--- src/rtl/wmsd_pkg.sv ---
// shared types and constants for the windowed motion stop detector
package wmsd_pkg;

  localparam int XW    = 32;
  localparam int TW    = 63;
  localparam int TOLW  = 32;
  localparam int LIMW  = 40;
  localparam int CNTW  = 5;
  localparam int CFGIW = 2;
  localparam int CFGDW = 40;

  localparam logic [1:0] ST_OK     = 2'd0;
  localparam logic [1:0] ST_FAIL   = 2'd1;
  localparam logic [1:0] ST_NOPAIR = 2'd2;

  localparam logic [CFGIW-1:0] CFG_TOL   = 2'd0;
  localparam logic [CFGIW-1:0] CFG_LIMIT = 2'd1;
  localparam logic [CFGIW-1:0] CFG_COUNT = 2'd2;

  localparam logic [TOLW-1:0] TOL_RST   = 32'd100000;
  localparam logic [LIMW-1:0] LIMIT_RST = 40'd2000000000;
  localparam logic [CNTW-1:0] COUNT_RST = 5'd5;

  localparam logic [29:0] NS_PER_S = 30'd1000000000;
  localparam logic [63:0] PAIR_CAP = 64'h0200_0000_0000_0000;

  typedef struct packed {
    logic                 kind;
    logic signed [XW-1:0] pos_x;
    logic signed [XW-1:0] pos_y;
    logic [TW-1:0]        sample_time;
    logic [TW-1:0]        now_time;
  } item_t;

  typedef struct packed {
    logic [TOLW-1:0] tol;
    logic [LIMW-1:0] limit;
    logic [CNTW-1:0] count;
  } cfg_t;

  typedef struct packed {
    logic [1:0]  status;
    logic        speed_valid;
    logic [31:0] mean_speed;
    logic        moving;
  } result_t;

  function automatic logic [XW-1:0] abs_diff(input logic signed [XW-1:0] a,
                                             input logic signed [XW-1:0] b);
    logic signed [XW:0] d;
    logic [XW:0]        m;
    d = {a[XW-1], a} - {b[XW-1], b};
    m = d[XW] ? (XW+1)'(-d) : (XW+1)'(d);
    return m[XW-1:0];
  endfunction

endpackage

--- src/rtl/wmsd_front.sv ---
// front end: accepts transactions into a two entry queue
module wmsd_front (
  input  logic            clk,
  input  logic            rst_n,
  input  logic            in_valid,
  output logic            in_stall,
  input  wmsd_pkg::item_t in_item,
  input  logic            pop,
  output logic            q_valid,
  output wmsd_pkg::item_t q_item
);
  import wmsd_pkg::*;

  item_t      mem_r [2];
  logic       wr_ptr_r, rd_ptr_r;
  logic [1:0] cnt_r;
  logic       push;

  assign in_stall = (cnt_r == 2'd2);
  assign push     = in_valid && !in_stall;
  assign q_valid  = (cnt_r != 2'd0);
  assign q_item   = mem_r[rd_ptr_r];

  always_ff @(posedge clk) begin
    if (push) begin
      mem_r[wr_ptr_r] <= in_item;
    end
  end

  always_ff @(posedge clk) begin
    if (!rst_n) begin
      wr_ptr_r <= 1'b0;
      rd_ptr_r <= 1'b0;
      cnt_r    <= 2'd0;
    end else begin
      if (push) wr_ptr_r <= !wr_ptr_r;
      if (pop)  rd_ptr_r <= !rd_ptr_r;
      cnt_r <= cnt_r + 2'(push) - 2'(pop);
    end
  end

endmodule

--- config.mk ---
export PLATFORM = sky130hd
export DESIGN_NAME = wmsd_front
export DESIGN_NICKNAME = d
export VERILOG_FILES = /design/src/rtl/wmsd_pkg.sv /design/src/rtl/wmsd_front.sv
export SDC_FILE = /design/constraint.sdc
export NUM_CORES = 1
export LEC_CHECK = 0
export BUFFER_PORTS_ARGS = -buffer_cell sky130_fd_sc_hd__buf_2
export CORE_MARGIN = 5
export CORE_UTILIZATION = 50
export CTS_CLUSTER_DIAMETER = 150
export CTS_CLUSTER_SIZE = 14
export DETAILED_ROUTE_END_ITERATION = 7
export PLACE_DENSITY = 0.74
export SETUP_SLACK_MARGIN = 0.4
export SYNTH_ARGS = -nofsm -noshare
export SYNTH_HDL_FRONTEND = slang
export SYNTH_SLANG_ARGS = --single-unit
--- constraint.sdc ---
create_clock -name clk -period 14.45 [get_ports clk]
set_clock_uncertainty 0.2 [all_clocks]
set_input_delay 0.7225 -clock clk [delete_from_list [all_inputs] [get_ports clk]]
set_output_delay 0.7225 -clock clk [all_outputs]
set_load 0.02 [all_outputs]
# Yosys cells after proc, flatten, opt, wreduce, memory -nomap -nowiden
# Memories as Yosys holds them, arrays and structs flattened. A register that Yosys moved wholly into a read port is not among the register bits.
# Cells that the tools add are included.
[word_totals]
ram_bits = 382
mem_count = 1
wordCells = 16
reg_bits = 4
out_inout_bits = 193
[mem_list]
columns = ["name", "words", "word_bits", "read_ports", "rd_ports_with_merged_regs", "wr", "line", "source"]
rows = [
  ["mem_r", 2, 191, 1, 1, 1, "wmsd_front.sv:14", "item_t mem_r [2];"],
]
[classes]
n_eq_ne = 1
n_mux = 4
n_addsub = 2
reduce_logical = 5
[ops]
columns = ["cell", "count"]
rows = [
  ["$mux W1", 4],
  ["$logic_not A1 Y1", 3],
  ["$add A2 B1 Y2", 1],
  ["$eq A2 B2 Y1 const B", 1],
  ["$reduce_bool A2 Y1", 1],
  ["$sub A2 B1 Y2", 1],
  ["$logic_and A1 B1 Y1", 1],
]

# Depth between registers and ports, before layout
[logic_depth]
word_depth = 5
depth_mapped = 8

# Least setup slack after synthesis
# Ideal clock, no wire load.
[synth_timing]
kind = "input to register"
startpoint = "in in_valid"
endpoint = "mem mem_r[0][0] (netlist name), enable pin"
cell_stages = 2
setup_ns = 0.745
t_arrival_ns = 8.736
path_buffers = 0
setup_slack_ns = 4.769
path_cell_list = "nand2_1 > nor2_1"
[synth_between]
elab_chain_len = 3
[synth_lines]
columns = ["element", "line", "source"]
rows = [
  ["start, declared", "wmsd_front.sv:5", "input logic in_valid,"],
  ["$logic_and A1 B1 Y1", "wmsd_front.sv:20", "assign push = in_valid && !in_stall;"],
  ["$mux W1", "wmsd_front.sv:25", "if (push) begin"],
  ["$mux W1 (not written as such)", "wmsd_front.sv:26", "mem_r[wr_ptr_r] <= in_item;"],
  ["end, declared", "wmsd_front.sv:14", ""],
]
# No other way between the ends.

==> flow_metrics.tcl <==
set metrics [dict create \
    ys_ff_latch 387 \
    nets 1222 \
    endpoint "q_item[150]" \
    gp_congestion 0.754 \
    dr_wl_met3_um 3310 \
    period_minus_slack_ns 3.76 \
    dieArea_um2 31700 \
    worstPathRequired_ns 13.53 \
    powerDensity_nw_per_um2 159 \
    yosys-top-cells-area "edfxtp_1, mux2_2, clkbuf_8" \
    synth_nets 816 \
    synthArstFlopShare_pct 0 \
    synth_common_cells "edfxtp_1, mux2_2, clkbuf_8, dfxtp_1, nor2_1" \
    stdcell_area_um2 17200 \
    ys.flop_type "edfxtp_1" \
    ant_nets 0 \
    synth.most_common_cell "edfxtp_1" \
    cts_resized 0 \
    drt_pass1_iterations 4 \
    clock.fmax_mhz 266 \
    track_usage_pct 16.8 \
    path_clk_slew_ns 0.07 \
    synth.distinct_cells 16 \
    clock_tree.htree_level_count 1 \
    critPathSlowestCell "buf_4" \
    run_status "finished clean" \
    top_layer "met5" \
    grt_pass1_wl_um 41100 \
    hpwl_um 19000 \
    grt_max_degree 82 \
    synth.top_cell.area_share_pct 81.2 \
    synth_top_area_cell "edfxtp_1" \
    area_delta_synth_final_pct 21.5 \
    drt_wl_total_um 28000 \
    die_h_um 178 \
    core_area_um2 27900 \
    drv_cap 0 \
    rrSetupSlack_ns 11.43 \
    ys_seq_area_share_pct 81.9 \
    vias 7122 \
    dr_wl_met2_um 13800 \
    cts_buffers 31 \
    initialDrtViolationCount 364 \
    avgSynthCellArea_um2 22.8 \
    rows 61 \
    cp.depth 3 \
    crit_arrival_ns 2.84 \
    place_ws_ns 11.15 \
    initial_core_util_pct 50.7 \
    slew_headroom_pct 26.6 \
    portBuffers 387 \
    rr_endpoint "mem_r[0][47]$_DFFE_PP_" \
    syn_inst 619 \
    path_class "flip-flop to output port" \
    critical_path.max_fanout 81 \
    rsz0062_at_grt "no" \
    hold_class "input pin to flip-flop" \
    grt_pass1_vias 7523 \
    cts_tree "built" \
    postLayoutSetupSlackWorst_ns 10.69 \
    worst_pin_slew_ns 1.10 \
    worstPathCellList "buf_4 -> mux2_2 -> buf_2" \
    timing.final.crit_share_pct 26.0 \
    vdd_drop_max_v 0.000104 \
    timing.rr.start "cnt_r[0]$_SDFF_PN0_" \
    viasPerCell 5.02 \
    synth_edf_count 382 \
    die_x_um 178 \
    setup.worst_path.start_class "flip-flop" \
    r2r_cells 5 \
    post_dp_cell_area_um2 16300 \
    wire_per_inst_um 19.7 \
    ios 388 \
    root_buffer "clkbuf_16" \
    hold_buffers 0 \
    yosysWarnings 0 \
    setup_tns_ns 0 \
    clk_latency_ns 0.55 \
    final-hold-violation-count 0 \
    route.detailed.drc 0 \
    antenna_found_initial 11 \
    leakage_uw 0.00636 \
    wl_met1_um 10000 \
    syn_area_um2 14100 \
    cp-end-kind "output port" \
    cts_buffer_depth 3 \
    overflow 0 \
    final-setup-viol-count 0 \
    max_stage_delay_ns 0.87 \
    post-cts-setup-buffers 0 \
    drive_gt1_share_pct 59.9 \
    cts.sinks 387 \
    cpLargestDelayFamily "buffers and inverters" \
    final-max-slew-violation-count 0 \
    crit_buf_inv 2 \
]
final cells by class:
class                   count  area [µm²]
inverters                   3        11.3
flip-flops and latches    387       11600
clock buffers              44         825
diodes                      5        12.5
fillers                  2034       10700
clock inverters             1        7.51
repair buffers            394        1990
well taps                 378         473
multi-input cells         208        2280
worst reg2reg max path: stages, from the launching register on:
cell and delay [ns]:
dfxtp_1 0.35, nand2b_1 0.18, nand2_1 0.16, nor2_4 0.12
buf_4 0.67, buf_4 0.88
metal layers:
layer | global-route usage, % | vias up
li1 | - | 3278
met1 | 18.9 | 3445
met2 | 28.9 | 320
met3 | 7.19 | 67
met4 | 5.87 | 12
met5 | 0 | -
placed cells by master, fill, tap and decap left out, drive strengths merged:
master / n
buf: 394
mux2i: 1
inv: 3
diode: 5
xor2: 1
nand2b: 2
clkbuf: 44
and3: 1
nand2: 2
xnor2: 2
ha: 2
edfxtp: 382
dfxtp: 5
and2: 1
nor2: 4
or2: 1
clkinvlp: 1
mux2: 191
state kept, by name (all words and copies together), names as in the netlist, named ones only:
| signal | flops |
|---|---|
| mem_r | 382 |
| cnt_r | 2 |
| rd_ptr_r | 1 |
| wr_ptr_r | 1 |
how the worst min path moves through the flow:
stage,startpoint,endpoint,slack (ns),depth (start not counted)
floorplan,wr_ptr_r$_SDFFE_PN0P_,wr_ptr_r$_SDFFE_PN0P_,0.25,2
global placement,rd_ptr_r$_SDFFE_PN0P_,rd_ptr_r$_SDFFE_PN0P_,0.29,2
detailed placement,rd_ptr_r$_SDFFE_PN0P_,flip-flop,0.30,2
CTS,in_item[7],mem_r[1][7]$_DFFE_PP_,0.13,1
global route,in_item[30],mem_r[0][30]$_DFFE_PP_,0.13,1
finish,in_item[175],mem_r[1][175]$_DFFE_PP_,0.16,1
cell families after synthesis:
kind of cell / after synthesis / share of synthesized area, %
flip-flops: 387 / 81.9
multiplexers: 192 / 15.3
buffers and inverters: 24 / 2.09
AND/OR/NAND/NOR: 11 / 0.381
XOR/XNOR: 3 / 0.186
adder cells (fa/ha/maj): 2 / 0.177
stage by stage:
step,instances,utilization (%),hold WS [ns],total power (µW)
2_1_floorplan,619,-,0.255,1870
6_report,1420,61.6,0.161,2720
3_3_place_gp,1370,58.6,0.295,2010
5_1_grt,1419,61.6,0.127,2850
3_5_place_dp,1370,58.6,0.298,2020
4_1_cts,1415,61.6,0.127,2760
report_power, final:
part | total [µW] | switching, µW | internal, µW
registers | 1460 | 35.6 | 1430
logic | 528 | 342 | 186
clock network | 734 | 345 | 389
No activity file was read; power rests on OpenSTA's default activity.
